File: config.mk
export PLATFORM = sky130hd
export DESIGN_NAME = trh_front
export DESIGN_NICKNAME = d
export VERILOG_FILES = /design/src/rtl/trh_pkg.sv /design/src/rtl/trh_front.sv
export SDC_FILE = /design/constraint.sdc
export NUM_CORES = 1
export LEC_CHECK = 0
export ABC_CLOCK_PERIOD_IN_PS = 2700
export BUFFER_PORTS_ARGS = -buffer_cell sky130_fd_sc_hd__buf_2
export CAP_MARGIN = 20
export CORE_MARGIN = 1.5
export CORE_UTILIZATION = 49
export CTS_BUF_LIST = sky130_fd_sc_hd__clkbuf_8
export DETAILED_ROUTE_END_ITERATION = 8
export GPL_TIMING_DRIVEN = 0
export PLACE_DENSITY = 0.79
export SKIP_CTS_REPAIR_TIMING = 1
export SLEW_MARGIN = 20
export SYNTH_ARGS = -nofsm -noshare
export SYNTH_HDL_FRONTEND = slang
export SYNTH_SLANG_ARGS = --single-unit
File: constraint.sdc
create_clock -name clk_i -period 2.7 [get_ports clk_i]
set_clock_uncertainty 0.15 [all_clocks]
set_input_delay 0.81 -clock clk_i [delete_from_list [all_inputs] [get_ports clk_i]]
set_output_delay 0.81 -clock clk_i [all_outputs]
set_load 0.02 [all_outputs]
File: src/rtl/trh_pkg.sv
// ----------------------------------------------------------------------------
// trh_pkg
// shared types and constants of the letter trigram histogram
// ----------------------------------------------------------------------------
package trh_pkg;

  localparam int unsigned LETTER_BASE       = 96;
  localparam int unsigned LETTER_W          = 5;
  localparam int unsigned ADDR_W            = 3 * LETTER_W;
  localparam int unsigned STORE_DEPTH       = 1 << ADDR_W;
  localparam int unsigned VALUE_W           = 32;
  localparam int unsigned COUNT_WIDTH_DEF   = 32;
  localparam int unsigned ALPHABET_SIZE_DEF = 27;
  localparam int unsigned ACTION_W          = 2;
  localparam int unsigned CHAR_W            = 8;
  localparam int unsigned IN_TDATA_W        = 32;
  localparam int unsigned OUT_TDATA_W       = 32;

  typedef enum logic [ACTION_W-1:0] {
    ACT_FEED = 2'd0,
    ACT_END  = 2'd1,
    ACT_READ = 2'd2,
    ACT_NONE = 2'd3
  } action_e;

  typedef enum logic [1:0] {
    OP_BUMP   = 2'd0,
    OP_FINISH = 2'd1,
    OP_READ   = 2'd2
  } op_kind_e;

  typedef enum logic {
    RES_COUNT = 1'b0,
    RES_READ  = 1'b1
  } res_kind_e;

  typedef struct packed {
    op_kind_e             kind;
    logic [ADDR_W-1:0]    addr;
    logic [VALUE_W-1:0]   count;
  } op_t;

  typedef struct packed {
    res_kind_e            kind;
    logic [VALUE_W-1:0]   value;
  } res_t;

endpackage

File: src/rtl/trh_front.sv
// ----------------------------------------------------------------------------
// trh_front
// decodes input words, keeps the letter history and word length, forms ops
// ----------------------------------------------------------------------------
module trh_front import trh_pkg::*; #(
  parameter int unsigned ALPHABET_SIZE = ALPHABET_SIZE_DEF
) (
  input  logic                clk_i,
  input  logic                rst_ni,
  input  logic                in_valid_i,
  input  logic [ACTION_W-1:0] action_i,
  input  logic [CHAR_W-1:0]   char_code_i,
  input  logic [LETTER_W-1:0] read_letter_i,
  input  logic [LETTER_W-1:0] read_prev_one_i,
  input  logic [LETTER_W-1:0] read_prev_two_i,
  input  logic                in_ready_i,
  output logic                op_valid_o,
  output op_t                 op_o
);

  logic [LETTER_W-1:0] prev_q, prev_d;
  logic [LETTER_W-1:0] prev2_q, prev2_d;
  logic [VALUE_W-1:0]  count_q, count_d;
  logic [CHAR_W-1:0]   code;
  logic                is_letter;
  logic                accept;

  assign accept    = in_valid_i && in_ready_i;
  assign code      = char_code_i - CHAR_W'(LETTER_BASE);
  assign is_letter = (char_code_i > CHAR_W'(LETTER_BASE)) &&
                     (code < CHAR_W'(ALPHABET_SIZE));

  always_comb begin
    op_valid_o = 1'b0;
    op_o.kind  = OP_BUMP;
    op_o.addr  = {code[LETTER_W-1:0], prev_q, prev2_q};
    op_o.count = count_q;
    prev_d     = prev_q;
    prev2_d    = prev2_q;
    count_d    = count_q;
    case (action_e'(action_i))
      ACT_FEED: begin
        if (is_letter) begin
          op_valid_o = in_valid_i;
          prev_d     = code[LETTER_W-1:0];
          prev2_d    = prev_q;
          if (count_q != '1) count_d = count_q + 1'b1;
        end
      end
      ACT_END: begin
        op_valid_o = in_valid_i;
        op_o.kind  = OP_FINISH;
        op_o.addr  = {LETTER_W'(0), prev_q, prev2_q};
        prev_d     = '0;
        prev2_d    = '0;
        count_d    = '0;
      end
      ACT_READ: begin
        op_valid_o = in_valid_i;
        op_o.kind  = OP_READ;
        op_o.addr  = {read_letter_i, read_prev_one_i, read_prev_two_i};
      end
      default: begin
      end
    endcase
  end

  always_ff @(posedge clk_i or negedge rst_ni) begin
    if (!rst_ni) begin
      prev_q  <= '0;
      prev2_q <= '0;
      count_q <= '0;
    end else if (accept) begin
      prev_q  <= prev_d;
      prev2_q <= prev2_d;
      count_q <= count_d;
    end
  end

endmodule

Yosys cells after proc, flatten, opt, wreduce, memory -nomap -nowiden
Index checks and enable logic that the tools add are counted.

Logic and storage cells: 29. Output and inout bits: 50. Input bits: 29. Register bits after elaboration: 42.

Eq/ne operators: 5. Mux-type cells: 10. $lt $le $gt $ge: 2. Add/sub/neg operators: 2. Reduce and logical (&&, ||, !) cells: 7.

Operator list (number): 32-bit two-way mux (2); 32-bit one-hot mux with 2 select lines (1); 17-bit one-hot mux with 2 select lines (1); 32-bit by 1-bit adder with 32-bit output (second input constant) (1); 32-bit inequality test (second input constant) (1); 5-bit one-hot mux with 2 select lines (2); 5-bit two-way mux (2); 8-bit by 7-bit > comparator with 1-bit output (second input constant) (1); 8-bit by 5-bit less-than comparator with 1-bit output (second input constant) (1); 8-bit by 7-bit subtractor with 8-bit output (second input constant) (1); 2-bit inequality test (second input constant) (2); 4-bit AND reduction (1); 3-bit AND reduction (1); 2-bit by 1-bit equality test with 1-bit output (second input constant) (1); 2-bit equality test (second input constant) (1); 1-bit logical AND (2); 2-bit zero test (1); 1-bit one-hot mux with 2 select lines (1); 2-bit nonzero test (1); 2-bit OR reduction (1); 1-bit two-way mux (1).

Logic depth before layout (Yosys ltp)
Gate-level depths: netlist of run 1.

Word-level depth: 5. Depth in mapped cells: 12.

Worst setup path after synthesis of run 1
OpenSTA, ideal clock, no wires.

Kind: input port to output port. From: input action_i[1]. To: output op_o[32] in the netlist's numbering. Data arrival time: 2.074 ns. Stages on the path: 6. Slack: -0.334 ns. Cell sequence: inv_1 ha_1 clkbuf_1 nand2b_1 clkbuf_1 a22o_1.

RTL lines: from (decl) (RTL line trh_front.sv:11) `input logic [ACTION_W-1:0] action_i,`; to (decl) (RTL line trh_front.sv:18) `output op_t op_o`.

==> run_results.csv, run 1 <==
group,metric,value,unit
run_status,result_of_the_run,"finished, violations left",
run_status,violations_in_the_final_reports,"setup timing",
yosys,ys_seq_elements,42,
detailed_routing,dr_total_vias,3270,
yosys,yosys_warnings,0,
setup_path,worstPathArrival,1930,ps
floorplanning,die-area,6280,um2
placement,hpwl,5.91,mm
yosys,synth_cells,335,
sta,post-route-period-util,107,%
final_layout,stdcell_count,508,
yosys,synth_largest_type_area_fraction,36.9,%
pwr,report.power.total,1.87,mW
detailed_routing,routedWlPerCell,19.4,um
floorplanning,chipWidth,79.3,um
yosys,synth-edff-count,0,
sta,finalSetupViolations,14,
grt,via_count_of_the_first_global_routing_pass,2779,
placement,detailedPlace.worstSlack,-668,ps
cts,tritoncts.num_buffers,5,
setup_path,rrSetupSlack,120,ps
yosys,synth.yosys.seq_area_share,36.9,%
cts,clock_tree.buffer_depth,2,
floorplanning,design.portCount,79,
final_layout,antennaDiodeCount,0,
final_layout,final_net_count,471,
cts,worst_skew_pair.late_latency,300,ps
setup_path,regToRegStartpoint,"count_q[0]",
yosys,avgSynthCellArea,8.50,um2
setup_path,cp-start-kind,"input port",
placement,gp_routability_congestion,0.851,
final_layout,drive_above_1_share,40.1,%
sta,tightest_slew,980,ps
detailed_routing,vias_per_cell,6.44,
detailed_routing,drcViolationCount,0,
setup_path,critical_path_capture_point_type,"primary output",
setup_path,r2r-end,"count_q[27]",
yosys,synth.top_cells.by_area,"dfrtp_1, nand2_1, o21ai_0",
sta,timing_hold_violations_final,0,
cts,tritoncts_num_sinks,42,
hold_path,holdCritPathClass,"reg -> reg",
yosys,synth_area_leader_cell,"dfrtp_1",
grt,number_of_antenna_violations_at_the_first_check_in_global_routing,0,
grt,grt_max_degree,43,
pwr,peakVddDrop,0.000296,V
cts,tritoncts,"built",
final_layout,area_delta_synth_final,46.1,%
flow_run,cap_violations,0,
grt,overflow,0,
setup_path,setup.worst_path.start,"action_i[1]",
pwr,power_leakage,1.78,nW
sta,post-route-worst-setup-slack,-187,ps
pwr,pwr_density_cell,449,nW/um2
detailed_routing,drt_pass1_iterations,6,
sta,finalMaxSlewViolations,0,
grt,wire_length_of_the_first_global_routing_pass,13.7,mm
yosys,async_reset_ff_share,100,%
final_layout,final.fill_count,391,
setup_path,timing.critical_path.fanout_max,5,
cts,root_driver,"clkbuf_8",
yosys,post-synth-top-count-cell,"dfrtp_1",
sta,setup_tns,-1930,ps
placement,detailed_place.area,3510,um2
detailed_routing,routed_wirelength,9.83,mm
placement,number_of_placed_instances_taps_included,485,
setup_path,cp-endpoint,"op_o[36]",
setup_path,critPathRequiredTime,1740,ps
yosys,post_synth_cell_types,50,
floorplanning,initial_core_util,51.1,%
placement,io_buffer_count,78,
yosys,synth-main-ff-cell,"dfrtp_1",
detailed_routing,iteration_0_drc_markers,375,
final_layout,finish.utilization,74.7,%
yosys,synthesis.area,2850,um2
sta,slew-limit-headroom,34.7,%
cts,clk_pin_slew_worst_paths,80,ps
sta,period_needed,2890,ps
setup_path,rr_worst_depth,8,
sta,timing.hold.ws,341,ps
yosys,yosys-top-cells-count,"dfrtp_1, nand2_1, o21ai_0",
floorplanning,die-height,79.3,um
sta,setup_repair_after_global_routing_missed_its_margin,"true",
setup_path,worstSetupPathType,"in -> out",
yosys,mappedNetlistNets,371,
final_layout,finish.instance_area,4160,um2
floorplanning,floorplan.rows,27,
cts,htree_levels,2,
sta,achievable-frequency,346,MHz
floorplanning,design.core.area,5570,um2
grt,grt_util_all_layers,28.1,%
detailed_routing,remaining_antenna_violation_count_after_routing,0,
sequential cells by signal (all words and copies together) (netlist names):
register	flops
prev_q	5
prev2_q	5
count_q	32
per-layer routing:
metal / vias up / track usage (%) / wire length, um
li1: 1453 / - / -
met1: 1570 / 39.5 / 3850
met2: 219 / 45.0 / 4850
met3: 28 / 3.79 / 880
met4: 0 / 8.25 / 252
met5: - / 0 / 0
placed cells by master (no fill, tap or decap), types with 4 or more instances in the layout:
cell type	netlist	final
buf_2	3	58
dfrtp_1	42	41
nand2_1	39	37
buf_6	3	22
nor2_1	21	20
nand3_1	20	18
buf_4	0	15
nand4_1	12	12
or3_1	12	12
nand3b_1	12	12
inv_1	11	10
o21ai_1	1	10
nor3_1	12	10
a22o_4	0	9
o21ai_2	0	9
a21oi_1	8	8
o211ai_1	8	8
o2bb2ai_1	8	8
clkbuf_8	0	7
clkbuf_1	15	6
o21ai_0	27	6
nand2b_1	6	5
o31ai_1	5	5
buf_8	0	4
ha_4	0	4
worst max-delay path, cell delays in order:
cell and delay (ps):
buf_12 90, inv_8 30, ha_4 260, and2_4 190, clkbuf_16 160, a22o_4 240
buf_6 130
power by group:
| part | leakage, nW | switching, mW | internal, mW |
|---|---|---|---|
| Clock | 0.0524 | 0.233 | 0.203 |
| Combinational | 1.28 | 0.358 | 0.307 |
| Sequential | 0.449 | 0.0787 | 0.689 |
how the worst min path moves through the flow:
stage | startpoint | end | slack [ps] | cells past startpoint
after floorplan | prev2_q[0] | prev2_q[0] | 290 | 2
after global placement | prev2_q[0] | prev2_q[0] | 320 | 2
after detailed placement | prev2_q[0] | prev2_q[0] | 320 | 2
after CTS | prev2_q[0] | prev2_q[0] | 340 | 2
after global routing | prev2_q[0] | prev2_q[0] | 360 | 2
final | prev2_q[0] | prev2_q[0] | 340 | 2
cell type report:
cell class                 instances  area (um2)  share of cell area, %
multi-input combinational        261        1980                   47.5
sequential                        42        1050                   25.3
timing repair buffer              96         728                   17.5
buffer                            18         169                   4.06
tap                               72        90.1                   2.16
clock buffer                       6        82.6                   1.98
inverter                          11        56.3                   1.35
clock inverter                     2        8.76                  0.210
kinds of logic after synthesis:
group	share of synthesized area, %
compound gates	21.0
fa+ha+maj	3.07
buf+inv	5.14
flops	36.9
simple gates	33.9
No activity file was read; power rests on OpenSTA's default activity.
==> inputs of run 2 (changes only) <==
--- a/config.mk
+++ b/config.mk
@@ -5,7 +5,7 @@
 export SDC_FILE = /design/constraint.sdc
 export NUM_CORES = 1
 export LEC_CHECK = 0
-export ABC_CLOCK_PERIOD_IN_PS = 2700
+export ABC_CLOCK_PERIOD_IN_PS = 3300
 export BUFFER_PORTS_ARGS = -buffer_cell sky130_fd_sc_hd__buf_2
 export CAP_MARGIN = 20
 export CORE_MARGIN = 1.5
@@ -13,7 +13,7 @@
 export CTS_BUF_LIST = sky130_fd_sc_hd__clkbuf_8
 export DETAILED_ROUTE_END_ITERATION = 8
 export GPL_TIMING_DRIVEN = 0
-export PLACE_DENSITY = 0.79
+export PLACE_DENSITY = 0.76
 export SKIP_CTS_REPAIR_TIMING = 1
 export SLEW_MARGIN = 20
 export SYNTH_ARGS = -nofsm -noshare
==> constraint.sdc (replaced) <==
create_clock -name clk_i -period 3.3 [get_ports clk_i]
set_clock_uncertainty 0.15 [all_clocks]
set_input_delay 0.99 -clock clk_i [delete_from_list [all_inputs] [get_ports clk_i]]
set_output_delay 0.99 -clock clk_i [all_outputs]
set_load 0.02 [all_outputs]
==> run_results.csv, run 2 (synthesized netlist as in run 1, its figures left out) <==
group,metric,value,unit
final_layout,final_net_count,457,
grt,grt_max_degree,43,
hold_path,min_to,"prev2_q[4]",
floorplanning,die-height,79.3,um
floorplanning,initial_core_util,51.1,%
detailed_routing,remaining_antenna_violation_count_after_routing,0,
grt,number_of_antenna_violations_at_the_first_check_in_global_routing,0,
setup_path,worstPathArrival,2140,ps
setup_path,critPathBufInv,2,
cts,clk_pin_slew_worst_paths,80,ps
cts,tritoncts,"built",
cts,worst_skew_pair.late_latency,310,ps
final_layout,largest_register,"count_q",
final_layout,drive_above_1_share,27.7,%
detailed_routing,routedWlPerCell,16.7,um
floorplanning,design.portCount,79,
grt,wire_length_of_the_first_global_routing_pass,13.3,mm
grt,grtUsageMet1,36.2,%
setup_path,cp-start-kind,"input port",
detailed_routing,drt_pass1_iterations,5,
detailed_routing,dr_total_vias,3006,
final_layout,largest_reg_flops,32,
cts,clock_tree.buffer_depth,2,
grt,gr_util_met2,43.5,%
grt,global_route.usage.met3,5.52,%
sta,post-route-period-util,99.3,%
floorplanning,design.core.area,5570,um2
cts,tritoncts_num_sinks,42,
pwr,power_leakage,1.55,nW
cts,htree_levels,2,
placement,detailedPlace.worstSlack,-313,ps
setup_path,critical_path_capture_point_type,"primary output",
setup_path,timing.critical_path.fanout_max,3,
sta,achievable-frequency,305,MHz
cts,tritoncts.num_buffers,5,
placement,detailed_place.area,3330,um2
setup_path,timing.critical_path.max_delay_family,"simple AND/OR/NAND/NOR gates",
run_status,result_of_the_run,"finished clean",
final_layout,antennaDiodeCount,0,
setup_path,rrSetupSlack,450,ps
setup_path,timing.critical_path.slowest_stage_cell,"nor4_1",
grt,via_count_of_the_first_global_routing_pass,2749,
final_layout,finish.instance_area,3590,um2
final_layout,area_delta_synth_final,25.9,%
grt,overflow,0,
hold_path,worstHoldPathCells,2,
detailed_routing,iteration_0_drc_markers,184,
setup_path,worstSetupPathType,"in -> out",
setup_path,cpPeakStageDelay,340,ps
hold_path,holdCritPathClass,"reg -> reg",
cts,root_driver,"clkbuf_8",
placement,io_buffer_count,78,
pwr,pwr_density_cell,424,nW/um2
floorplanning,chipWidth,79.3,um
floorplanning,die-area,6280,um2
placement,hpwl,5.79,mm
setup_path,critical-path-top-cell-by-count,"buf_2",
sta,slew-limit-headroom,37.2,%
setup_path,rr_worst_depth,8,
pwr,peakVddDrop,0.000250,V
flow_run,cap_violations,0,
placement,gp_routability_congestion,0.879,
sta,post-route-worst-setup-slack,22.1,ps
setup_path,regToRegStartpoint,"count_q[0]",
grt,grt_util_all_layers,27.0,%
detailed_routing,vias_per_cell,6.09,
sta,finalMaxSlewViolations,0,
setup_path,critPathRequiredTime,2160,ps
setup_path,worst_path_cell_trace,"buf_2 -> nor4_1 -> and3_4 -> nor2_2 -> a31oi_1 -> nor3b_1 -> buf_2",
grt,global_route.peak_usage_layer,"met2",
sta,timing_hold_violations_final,0,
final_layout,mostFrequentLayoutCells,"buf_2, dfrtp_1, nand2_1, o21ai_0",
setup_path,r2r-end,"count_q[7]",
floorplanning,floorplan.rows,27,
detailed_routing,routed_wirelength,8.25,mm
sta,period_needed,3280,ps
sta,finalSetupViolations,0,
sta,tightest_slew,943,ps
hold_path,timing.hold.worst.start,"prev2_q[4]",
final_layout,mostFrequentLayoutCell,"buf_2",
final_layout,largest_registers,"count_q: 32 flops, prev2_q: 5 flops, prev_q: 5 flops",
detailed_routing,drcViolationCount,0,
## run 2: cell types whose count changed in the layout (fill, tap and decap cells not counted), sizes merged
cell | previous run | this run
bufinv | 0 | 2
inv | 12 | 11
clkbuf | 18 | 17
buf | 102 | 88
## run 2: layout make-up
cell class,instances,area (um2)
buffer,21,129
clock buffer,5,68.8
clock inverter,3,68.8
fill,510,1990
inverter,11,46.3
multi-input combinational,261,1710
sequential,42,1050
tap,72,90.1
timing repair buffer,79,420
## run 2: how the worst max path moves through the flow
stage / startpoint / to / slack [ps] / cells after the start
after floorplan: action_i[0] / op_valid_o / 1 / 5
after global placement: action_i[1] / op_o[38] / -290 / 8
after detailed placement: action_i[1] / op_o[38] / -310 / 8
after CTS: action_i[1] / op_o[33] / -310 / 8
after global routing: char_code_i[0] / op_valid_o / -50 / 7
final: char_code_i[0] / op_valid_o / 20 / 7
## run 2: tightest hold or removal path: stages (launching register included)
cell and delay [ps]:
dfrtp_1 350, nand2_1 50, nand2_1 50
## run 2: routing by layer
layer | vias up | wire, um | share of wire, %
met3 | 15 | 490 | 5.9
met1 | 1438 | 3640 | 44
met5 | - | 0 | 0
met2 | 125 | 3960 | 48
met4 | 0 | 159 | 1.9
li1 | 1428 | - | -
## run 2: where the power goes
| part | internal [mW] | leakage, nW | switching (mW) |
|---|---|---|---|
| clock network | 0.303 | 0.0683 | 0.197 |
| registers | 0.564 | 0.449 | 0.0580 |
| logic | 0.158 | 1.03 | 0.240 |
## run 2: stage by stage
stage	TNS, ps	instances	util, %	power [mW]	hold WS, ps
2_1_floorplan	0	335	-	0.877	290
3_3_place_gp	-5400	485	59.8	0.997	304
3_5_place_dp	-6470	485	59.8	1.01	308
4_1_cts	-3380	493	62.2	1.50	328
5_1_grt	-47.4	494	64.3	1.60	353
6_report	0	494	64.3	1.52	324
